`src/sv/bata_pkg.sv`:
```
// Shared types, widths and codes for the bounded active task admitter.
`default_nettype none

package bata_pkg;

    localparam int OP_W           = 2;
    localparam int ID_W           = 6;
    localparam int STAT_W         = 3;
    localparam int CNT_W          = 7;
    localparam int ST_W           = 2;
    localparam int ID_SPACE       = 1 << ID_W;
    localparam int TASK_SLOTS_DEF = 64;
    localparam logic [CNT_W-1:0] MAX_ACTIVE_RST = 7'd1;

    localparam logic [OP_W-1:0] OP_ADD    = 2'd0;
    localparam logic [OP_W-1:0] OP_REMOVE = 2'd1;
    localparam logic [OP_W-1:0] OP_START  = 2'd2;
    localparam logic [OP_W-1:0] OP_STOP   = 2'd3;

    localparam logic [ST_W-1:0] ST_ABSENT  = 2'd0;
    localparam logic [ST_W-1:0] ST_STOPPED = 2'd1;
    localparam logic [ST_W-1:0] ST_WAITING = 2'd2;
    localparam logic [ST_W-1:0] ST_ACTIVE  = 2'd3;

    localparam logic [STAT_W-1:0] RC_OK            = 3'd0;
    localparam logic [STAT_W-1:0] RC_NOT_STOPPED   = 3'd1;
    localparam logic [STAT_W-1:0] RC_NOT_SCHEDULED = 3'd2;
    localparam logic [STAT_W-1:0] RC_PRESENT       = 3'd3;
    localparam logic [STAT_W-1:0] RC_ABSENT        = 3'd4;

    typedef struct packed {
        logic [OP_W-1:0] operation;
        logic [ID_W-1:0] task_id;
    } t_req;

    typedef struct packed {
        logic [STAT_W-1:0] status;
        logic              promoted_valid;
        logic [ID_W-1:0]   promoted_task;
        logic [CNT_W-1:0]  active_count;
        logic [CNT_W-1:0]  waiting_count;
        logic [CNT_W-1:0]  stopped_count;
    } t_result;

endpackage

`default_nettype wire

```
`src/sv/bata_prio_enc.sv`:
```
// Lowest-index priority encoder over the waiting bitmap.
`default_nettype none

module bata_prio_enc #(
    parameter int N     = 64,
    parameter int IDX_W = 6
) (
    input  wire logic [N-1:0]     i_req,
    output logic                  o_found,
    output logic [IDX_W-1:0]      o_idx
);

    always_comb begin
        o_found = |i_req;
        o_idx   = '0;
        for (int i = N - 1; i >= 0; i--) begin
            if (i_req[i]) begin
                o_idx = IDX_W'(i);
            end
        end
    end

endmodule

`default_nettype wire

```
`src/sv/bata_slot_table.sv`:
```
// Per-slot task state, state counters, request decode and promotion.
`default_nettype none

module bata_slot_table #(
    parameter int TASK_SLOTS = bata_pkg::TASK_SLOTS_DEF
) (
    input  wire logic                        i_clk,
    input  wire logic                        i_rst_n,
    input  wire logic                        i_fire,
    input  wire bata_pkg::t_req              i_req,
    input  wire logic [bata_pkg::CNT_W-1:0]  i_max_active,
    output bata_pkg::t_result                o_result
);

    localparam int SLOTS = (TASK_SLOTS < bata_pkg::ID_SPACE) ? TASK_SLOTS : bata_pkg::ID_SPACE;
    localparam int IDX_W = $clog2(SLOTS);
    localparam logic [bata_pkg::CNT_W-1:0] SLOT_LIM = bata_pkg::CNT_W'(SLOTS);

    logic [bata_pkg::ST_W-1:0]   r_state [SLOTS];
    logic [bata_pkg::CNT_W-1:0]  r_act;
    logic [bata_pkg::CNT_W-1:0]  r_wait;
    logic [bata_pkg::CNT_W-1:0]  r_stop;

    logic                        id_ok;
    logic [IDX_W-1:0]            sel;
    logic [bata_pkg::ST_W-1:0]   cur;
    logic [bata_pkg::ST_W-1:0]   nxt;
    logic                        wr;
    logic                        try_prom;
    logic [bata_pkg::STAT_W-1:0] status;
    logic [bata_pkg::CNT_W-1:0]  act_mid;
    logic [bata_pkg::CNT_W-1:0]  wait_mid;
    logic [bata_pkg::CNT_W-1:0]  stop_mid;
    logic [SLOTS-1:0]            wait_vec;
    logic                        found;
    logic [IDX_W-1:0]            pidx;
    logic                        promote;
    logic [bata_pkg::CNT_W-1:0]  n_act;
    logic [bata_pkg::CNT_W-1:0]  n_wait;

    assign id_ok = ({1'b0, i_req.task_id} < SLOT_LIM);
    assign sel   = i_req.task_id[IDX_W-1:0];
    assign cur   = id_ok ? r_state[sel] : bata_pkg::ST_ABSENT;

    always_comb begin
        wr       = 1'b0;
        nxt      = cur;
        try_prom = 1'b0;
        status   = bata_pkg::RC_OK;
        if (!id_ok) begin
            status = bata_pkg::RC_ABSENT;
        end else begin
            unique case (i_req.operation)
                bata_pkg::OP_ADD: begin
                    if (cur != bata_pkg::ST_ABSENT) begin
                        status = bata_pkg::RC_PRESENT;
                    end else begin
                        wr  = 1'b1;
                        nxt = bata_pkg::ST_STOPPED;
                    end
                end
                bata_pkg::OP_REMOVE: begin
                    if (cur == bata_pkg::ST_ABSENT) begin
                        status = bata_pkg::RC_ABSENT;
                    end else begin
                        wr       = 1'b1;
                        nxt      = bata_pkg::ST_ABSENT;
                        try_prom = (cur == bata_pkg::ST_ACTIVE);
                    end
                end
                bata_pkg::OP_START: begin
                    if (cur == bata_pkg::ST_ABSENT) begin
                        status = bata_pkg::RC_ABSENT;
                    end else if (cur != bata_pkg::ST_STOPPED) begin
                        status = bata_pkg::RC_NOT_STOPPED;
                    end else begin
                        wr       = 1'b1;
                        nxt      = bata_pkg::ST_WAITING;
                        try_prom = 1'b1;
                    end
                end
                bata_pkg::OP_STOP: begin
                    if (cur == bata_pkg::ST_ABSENT) begin
                        status = bata_pkg::RC_ABSENT;
                    end else if (cur == bata_pkg::ST_STOPPED) begin
                        status = bata_pkg::RC_NOT_SCHEDULED;
                    end else begin
                        wr       = 1'b1;
                        nxt      = bata_pkg::ST_STOPPED;
                        try_prom = (cur == bata_pkg::ST_ACTIVE);
                    end
                end
                default: begin
                    status = bata_pkg::RC_ABSENT;
                end
            endcase
        end
    end

    always_comb begin
        act_mid  = r_act  - bata_pkg::CNT_W'(wr && cur == bata_pkg::ST_ACTIVE)
                          + bata_pkg::CNT_W'(wr && nxt == bata_pkg::ST_ACTIVE);
        wait_mid = r_wait - bata_pkg::CNT_W'(wr && cur == bata_pkg::ST_WAITING)
                          + bata_pkg::CNT_W'(wr && nxt == bata_pkg::ST_WAITING);
        stop_mid = r_stop - bata_pkg::CNT_W'(wr && cur == bata_pkg::ST_STOPPED)
                          + bata_pkg::CNT_W'(wr && nxt == bata_pkg::ST_STOPPED);
    end

    always_comb begin
        for (int i = 0; i < SLOTS; i++) begin
            if (wr && sel == IDX_W'(i)) begin
                wait_vec[i] = (nxt == bata_pkg::ST_WAITING);
            end else begin
                wait_vec[i] = (r_state[i] == bata_pkg::ST_WAITING);
            end
        end
    end

    bata_prio_enc #(
        .N     (SLOTS),
        .IDX_W (IDX_W)
    ) u_prio_enc (
        .i_req   (wait_vec),
        .o_found (found),
        .o_idx   (pidx)
    );

    assign promote = try_prom && found && (act_mid < i_max_active);
    assign n_act   = act_mid  + bata_pkg::CNT_W'(promote);
    assign n_wait  = wait_mid - bata_pkg::CNT_W'(promote);

    always_comb begin
        o_result.status         = status;
        o_result.promoted_valid = promote;
        o_result.promoted_task  = promote ? bata_pkg::ID_W'(pidx) : '0;
        o_result.active_count   = n_act;
        o_result.waiting_count  = n_wait;
        o_result.stopped_count  = stop_mid;
    end

    always_ff @(posedge i_clk) begin
        if (!i_rst_n) begin
            for (int i = 0; i < SLOTS; i++) begin
                r_state[i] <= bata_pkg::ST_ABSENT;
            end
            r_act  <= '0;
            r_wait <= '0;
            r_stop <= '0;
        end else if (i_fire) begin
            for (int i = 0; i < SLOTS; i++) begin
                if (promote && pidx == IDX_W'(i)) begin
                    r_state[i] <= bata_pkg::ST_ACTIVE;
                end else if (wr && sel == IDX_W'(i)) begin
                    r_state[i] <= nxt;
                end
            end
            r_act  <= n_act;
            r_wait <= n_wait;
            r_stop <= stop_mid;
        end
    end

endmodule

`default_nettype wire

```
`src/sv/bounded_active_task_admitter.sv`:
```
// Each input beat reaches its result beat through the request register and then the result register.
// Throughput: one request per cycle while the result side does not stall; each request is one slot table update plus
// a lowest-index priority encode over the waiting bitmap.
// Output stalls hold the result register and back up into the request register.
// Reset (synchronous, active low): all slots absent, all counts zero, max_active = 1;
// usable as soon as reset is released, no clearing pass.
`default_nettype none

module bounded_active_task_admitter #(
    parameter int TASK_SLOTS = bata_pkg::TASK_SLOTS_DEF
) (
    input  wire logic                        i_clk,
    input  wire logic                        i_rst_n,
    input  wire logic                        i_cfg_wen,
    input  wire logic [bata_pkg::CNT_W-1:0]  i_cfg_wdata,   // max_active
    input  wire logic                        i_s_tvalid,
    output logic                             o_s_tready,
    input  wire logic [7:0]                  i_s_tdata,     // operation[1:0], task_id[7:2]
    output logic                             o_m_tvalid,
    input  wire logic                        i_m_tready,
    output logic [31:0]                      o_m_tdata      // status[2:0], promoted_valid[3],
                                                            // promoted_task[9:4],
                                                            // active_count[16:10],
                                                            // waiting_count[23:17],
                                                            // stopped_count[30:24], zero[31]
);

    logic [bata_pkg::CNT_W-1:0]  r_max_active;
    logic                        r_in_valid;
    bata_pkg::t_req              r_req;
    logic                        r_out_valid;
    bata_pkg::t_result           r_out;
    bata_pkg::t_result           result;
    logic                        advance;
    logic                        fire;

    assign advance    = !r_out_valid || i_m_tready;
    assign fire       = r_in_valid && advance;
    assign o_s_tready = !r_in_valid || advance;

    always_ff @(posedge i_clk) begin
        if (!i_rst_n) begin
            r_max_active <= bata_pkg::MAX_ACTIVE_RST;
        end else if (i_cfg_wen) begin
            r_max_active <= i_cfg_wdata;
        end
    end

    always_ff @(posedge i_clk) begin
        if (!i_rst_n) begin
            r_in_valid <= 1'b0;
        end else if (o_s_tready) begin
            r_in_valid <= i_s_tvalid;
        end
    end

    always_ff @(posedge i_clk) begin
        if (i_s_tvalid && o_s_tready) begin
            r_req.operation <= i_s_tdata[1:0];
            r_req.task_id   <= i_s_tdata[7:2];
        end
    end

    bata_slot_table #(
        .TASK_SLOTS (TASK_SLOTS)
    ) u_slot_table (
        .i_clk        (i_clk),
        .i_rst_n      (i_rst_n),
        .i_fire       (fire),
        .i_req        (r_req),
        .i_max_active (r_max_active),
        .o_result     (result)
    );

    always_ff @(posedge i_clk) begin
        if (!i_rst_n) begin
            r_out_valid <= 1'b0;
        end else if (advance) begin
            r_out_valid <= r_in_valid;
        end
    end

    always_ff @(posedge i_clk) begin
        if (fire) begin
            r_out <= result;
        end
    end

    assign o_m_tvalid = r_out_valid;
    assign o_m_tdata  = {1'b0, r_out.stopped_count, r_out.waiting_count, r_out.active_count,
                         r_out.promoted_task, r_out.promoted_valid, r_out.status};

endmodule

`default_nettype wire

```
`config.mk`:
```
export PLATFORM = sky130hd
export DESIGN_NAME = bounded_active_task_admitter
export DESIGN_NICKNAME = d
export VERILOG_FILES = /design/src/sv/bata_pkg.sv /design/src/sv/bata_prio_enc.sv /design/src/sv/bata_slot_table.sv /design/src/sv/bounded_active_task_admitter.sv
export SDC_FILE = /design/constraint.sdc
export NUM_CORES = 1
export LEC_CHECK = 0
export ABC_AREA = 1
export BUFFER_PORTS_ARGS = -buffer_cell sky130_fd_sc_hd__buf_2
export CORE_UTILIZATION = 30
export CTS_CLUSTER_DIAMETER = 120
export DETAILED_ROUTE_END_ITERATION = 7
export GPL_TIMING_DRIVEN = 0
export PLACE_DENSITY = 0.42
export SYNTH_ARGS = -nofsm -noshare
export SYNTH_HDL_FRONTEND = slang
export SYNTH_SLANG_ARGS = --single-unit
```
`constraint.sdc`:
```
create_clock -name i_clk -period 7.96 [get_ports i_clk]
set_input_delay 1.592 -clock i_clk [delete_from_list [all_inputs] [get_ports i_clk]]
set_output_delay 1.592 -clock i_clk [all_outputs]
set_load 0.02 [all_outputs]
```
# --- After elaboration in Yosys (flattened, before gate mapping) ---
# Memory sizes are Yosys's and may differ from the RTL's. A register that Yosys moved wholly into a read port is not among the register bits.
# Index checks and enable logic that the tools add are counted.
totals:
  register_bits: 69
  ram_bits: 128
  in_bits: 20
  out_inout_bits: 34
  memories: 1
mem_list:
  columns: ["memory", "depth", "width", "read_ports", "rd_ports_with_merged_regs", "wr", "line_no", "source"]
  rows:
  - ["u_slot_table.r_state", 64, 2, 65, 1, 64, "bata_slot_table.sv:19", "logic [bata_pkg::ST_W-1:0] r_state [SLOTS];"]
classes:
  addsub: 8
  order_cmp: 1
  eq_ne: 200
  mux: 859
  bitwise_logic: 128
  n_reduce_logical: 148
ops:
  columns: ["cell", "count"]
  rows:
  - ["$mux W1", 651]
  - ["$mux W6", 65]
  - ["$eq A6 B6 Y1 const B", 64]
  - ["$mux W2", 136]
  - ["$eq A6 B5 Y1 const B", 32]
  - ["$eq A2 B2 Y1 const B", 70]
  - ["$logic_and A1 B1 Y1", 138]
  - ["$or A1 B1 Y1", 128]
  - ["$eq A6 B4 Y1 const B", 16]
  - ["$reduce_or A64 Y1", 1]
  - ["$eq A6 B3 Y1 const B", 8]
  - ["$add A7 B1 Y7", 4]
  - ["$sub A7 B1 Y7", 4]
  - ["$eq A6 B2 Y1 const B", 4]
  - ["$eq A6 B1 Y1 const B", 2]
  - ["$logic_not A6 Y1", 2]
  - ["$pmux W3 S4", 1]
  - ["$mux W3", 3]
  - ["$pmux W2 S4", 1]
  - ["$lt A7 B7 Y1", 1]
  - ["$eq A2 B1 Y1 const B", 3]
  - ["$logic_not A2 Y1", 2]
  - ["$pmux W1 S4", 1]
  - ["$pmux W1 S3", 1]
  - ["4 further kinds", 6]

# --- Depth between registers and ports, before layout ---
depth:
  ltp_word: 78
  mapped_depth: 85
  ltp_nobuf: 84

# --- Cells and area by module ---
# From an unflattened synthesis, not the netlist that was laid out.
unflattened:
  hier_cells: 2216
  area_unflattened_um2: 14805.4
by_module_without_submodules:
  columns: ["mod", "instances", "cells_each", "area_each_um2", "seq_area_each_um2"]
  rows:
  - ["bata_slot_table", 1, 1898, 12280.5, 4264.1]
  - ["bounded_active_task_admitter", 1, 83, 1500.2, 1351.3]
  - ["bata_prio_enc", 1, 235, 1024.7, 0.0]

# --- Worst setup path after synthesis ---
# OpenSTA, ideal clock, no wires.
synth_timing:
  path_kind: "reg2reg"
  start: "register with a tool-made name"
  end: "memory u_slot_table.r_state[46][0] (netlist bit) (enable)"
  arrival_time_ns: 5.316
  path_slack_ns: 2.321
  stages_incl_launch_ff: 80
  cell_sequence: "dfxtp_1 -> buf_4 -> buf_4 -> nand2_1 -> nand3_1 -> nand3_1 -> nand2_1 -> nand2_1 -> nand3_1 -> nand3_1 -> nand2_2 -> inv_2 -> nand2_2 -> nand2_1 -> nand3_4 -> nor2_2 -> buf_2 -> o21ai_1 -> [44 not listed] -> nand2_1 -> nand2_1 -> nand2_1 -> nand2_1 -> nand2_1 -> nand2_1 -> nand2_1 -> nand2_1 -> nand2_1 -> nand2_1 -> nand2_1 -> nand2_1 -> nand2_1 -> nand2_4 -> nand2_8 -> buf_4 -> nand4_1 -> o211ai_1"
synth_rtl:
  columns: ["element", "line_no"]
  rows:
  - ["end, declared", "bata_slot_table.sv:19"]

==> results.json <==
{
  "outcome": "complete, no violations",
  "wl_per_cell_um": 21.46,
  "critPathCaptureType": "register",
  "netlist_area_mm2": 0.01414,
  "max-cap-violations": 0,
  "cp_slowest_cell": "fa_1",
  "skew_ns": 0.01688,
  "drc": 0,
  "die-area_mm2": 0.04801,
  "insertion_delay_ns": 0.58,
  "crit_family": "simple AND/OR/NAND/NOR gates",
  "placed_area_mm2": 0.01518,
  "dr.first_iter.drc_count": 1227,
  "rr_endpoint": "u_slot_table.r_wait[5]",
  "die_x_um": 219.1,
  "drv_slew": 0,
  "worstPathArrival_ns": 7.95,
  "crit_path_start_kind": "register",
  "cts_tree": "built",
  "r2r_cells": 39,
  "drive_gt1_share_pct": 10.32,
  "post-route-util_pct": 36.06,
  "antenna_found_initial": 3,
  "cp_max_fo": 10,
  "yosysWarnings": 0,
  "ir_drop_mv": 0.1606,
  "overflow": 0,
  "critPathMaxStageDelay_ns": 0.47,
  "finalCriticalPeriod_ns": 7.433,
  "pin_count": 54,
  "path_class": "reg -> reg",
  "htree_levels": 1,
  "syn_inst": 2034,
  "synth_edf_count": 167,
  "synthFlopType": "edfxtp_1",
  "rrSetupSlack_ns": 0.53,
  "die_h_um": 219.1,
  "cts.clk_slew.worst_paths_ns": 0.06,
  "stdcell_area_mm2": 0.01679,
  "hpwlAfterDp_um": 44370,
  "cts_buffers": 27,
  "dpl.cell_count": 2695,
  "cp.depth": 39,
  "hold_class": "reg -> reg",
  "cp.required_ns": 8.48,
  "synth.distinct_cells": 41,
  "setup.worst_path.end": "u_slot_table.r_wait[5]",
  "final-hold-violation-count": 0,
  "fp-row-count": 79,
  "ys_ff_latch": 203,
  "grt_start_max_net_pins": 29,
  "crit_top_cell": "nand2_1",
  "place_congestion": 0.9335,
  "p_per_area_mw_per_mm2": 202.6,
  "grt_first_pass_wirelength_um": 86120,
  "grt_pass1_vias": 13388,
  "via_count": 14045,
  "hp-start": "u_slot_table.r_wait[1]",
  "wl_um": 59650,
  "setup_viol": 0,
  "track_usage_pct": 24.69,
  "fmaxAchievable_ghz": 0.1345,
  "coreArea_mm2": 0.04656,
  "post-route-period-util_pct": 93.38,
  "critical_path_buf_inv_count": 13,
  "layout.nets": 2203,
  "num-fill-cells": 5024,
  "worstMarginPinSlew_ns": 1.139,
  "holdWs_ns": 0.4549,
  "initial_core_util_pct": 30.37,
  "final_cells": 2779,
  "max-slew-margin-rel_pct": 23.81,
  "synthArstFlopShare_pct": 0,
  "area_growth_pct": 18.72,
  "clkSinkCount": 203,
  "numPortBuffers": 52,
  "vias_per_cell": 5.054,
  "hold_buffers": 0,
  "ctsRootBufferMaster": "clkbuf_16",
  "clk_path_buf_depth": 3,
  "drtAntennaViolNets": 0,
  "finalSetupTns_ns": 0,
  "avgSynthCellArea_um2": 6.952,
  "drtPass1Iterations": 6,
  "ys_seq_area_share_pct": 40.56,
  "leakagePower_nw": 7.443
}
flip-flops by register name, indices dropped and copies added, names as in the netlist, named ones only:
register and flops:
o_m_tvalid 1, r_in_valid 1, u_slot_table.r_stop 7, r_req 8
o_m_tdata 31, u_slot_table.r_act 7, u_slot_table.r_wait 7, u_slot_table.r_state 128
r_max_active 7
timing repair:
| item | 4_1_cts | 5_1_grt |
|---|---|---|
| pin swaps | 0 | 14 |
| resized for setup | 12 | 129 |
| endpoints found under the setup margin | 267 | 267 |
| setup buffers | 4 | 29 |
| gates cloned | 0 | 1 |
area by class of cell:
cell class / instances / area (um^2) / share of cell area (%)
multi-input cells: 1424 / 6953 / 41.41
flip-flops and latches: 203 / 5739 / 34.19
well taps: 607 / 759.5 / 4.524
inverters: 311 / 1196 / 7.125
plain buffers: 96 / 673.1 / 4.010
clock inverters: 15 / 135.1 / 0.8049
repair buffers: 87 / 585.6 / 3.488
clock buffers: 34 / 742.0 / 4.419
diodes: 2 / 5.005 / 0.02981
synth_stat cells (3+ instances only):
| cell type | number | share of area [%] |
|---|---|---|
| o211ai_1 | 16 | 0.85 |
| dfxtp_1 | 36 | 5.1 |
| clkbuf_1 | 58 | 1.5 |
| nor3_1 | 6 | 0.21 |
| edfxtp_1 | 167 | 35 |
| ha_1 | 29 | 2.6 |
| nand2_1 | 494 | 13 |
| buf_4 | 4 | 0.21 |
| nand3_1 | 196 | 6.9 |
| o21ai_0 | 154 | 5.5 |
| o21ai_1 | 31 | 1.1 |
| buf_1 | 12 | 0.32 |
| nor2_2 | 3 | 0.13 |
| inv_2 | 8 | 0.21 |
| o21bai_1 | 33 | 1.8 |
| nand2_4 | 3 | 0.24 |
| nand3b_1 | 11 | 0.58 |
| xnor2_1 | 5 | 0.31 |
| buf_2 | 17 | 0.60 |
| inv_1 | 301 | 8.0 |
| nand4_1 | 47 | 2.1 |
| buf_6 | 6 | 0.48 |
| nand3_2 | 3 | 0.21 |
| fa_1 | 4 | 0.57 |
| a21oi_1 | 41 | 1.5 |
| nand2_2 | 4 | 0.18 |
| nor2_1 | 310 | 8.2 |
| a31oi_1 | 4 | 0.18 |
| xor2_1 | 16 | 0.99 |
where the power goes:
group	switching (mW)	internal, mW	leakage, nW
Sequential	0.0403	1.24	1.97
Clock	0.503	0.721	0.432
Combinational	0.626	0.270	5.04
Total	1.17	2.23	7.44
routing by layer:
metal,up-vias,global-route usage (%),share of wire [%]
met5,-,0,0
met4,0,9.051,3.5
met3,99,3.229,5.9
met2,484,39.87,45
met1,6638,33.51,46
li1,6824,-,-
worst reg2reg max path, delay by kind of cell, from the launching register on:
family,cells,cell delay (ns)
adders and majority gates,4,1.36
buffers and inverters,13,2.30
DFF,1,0.38
xor gates and xnor gates,1,0.26
and+or+nand+nor,18,2.42
AOI/OAI and AO/OA,3,0.67
logic make-up (layout without fill, tap and decap cells):
family | after synthesis | after routing | synth area share [%]
simple gates | 1084 | 1084 | 32.52
flops | 203 | 203 | 40.56
fa+ha+maj | 33 | 33 | 3.132
other cells | 1 | 4 | 0.02652
compound gates | 284 | 284 | 11.04
buf+inv | 408 | 543 | 11.42
xor+xnor | 21 | 21 | 1.301
through the flow:
stage	power, mW	setup slack, ns
finish	3.401	0.5271
floorplan	1.803	2.321
CTS	3.362	0.0005205
global route	3.552	-0.03234
global placement	2.115	-0.7076
detailed placement	2.118	-0.7218
worst min path at each step:
stage,end,slack [ns],depth (start not counted)
floorplan,u_slot_table.r_act[0],0.43,2
global placement,u_slot_table.r_stop[0],0.45,2
detailed placement,u_slot_table.r_wait[1],0.45,2
CTS,u_slot_table.r_wait[1],0.46,2
global route,u_slot_table.r_wait[1],0.48,2
finish,u_slot_table.r_wait[1],0.45,2
cell usage in the layout, fill, tap and decap left out, types with 5 or more instances in the layout:
| cell | synthesis | routed |
|---|---|---|
| nand2_2 | 4 | 14 |
| nand4_1 | 47 | 47 |
| xor2_1 | 16 | 16 |
| nor2_1 | 310 | 308 |
| buf_8 | 0 | 9 |
| a21oi_1 | 41 | 41 |
| nand3_1 | 196 | 188 |
| clkbuf_16 | 0 | 28 |
| clkinv_2 | 0 | 5 |
| ha_1 | 29 | 29 |
| o21ai_0 | 154 | 153 |
| clkinv_1 | 1 | 7 |
| o211ai_1 | 16 | 16 |
| xnor2_1 | 5 | 5 |
| dfxtp_1 | 36 | 35 |
| inv_1 | 301 | 297 |
| nand3b_1 | 11 | 11 |
| edfxtp_1 | 167 | 167 |
| nand3_2 | 3 | 10 |
| buf_2 | 17 | 52 |
| buf_6 | 6 | 8 |
| o21ai_1 | 31 | 30 |
| o21bai_1 | 33 | 26 |
| buf_12 | 0 | 12 |
| clkbuf_1 | 58 | 55 |
| buf_1 | 12 | 12 |
| nand2_1 | 494 | 482 |
| inv_2 | 8 | 9 |
| o21bai_2 | 0 | 7 |
| buf_4 | 4 | 31 |
No activity file was read; power rests on OpenSTA's default activity.
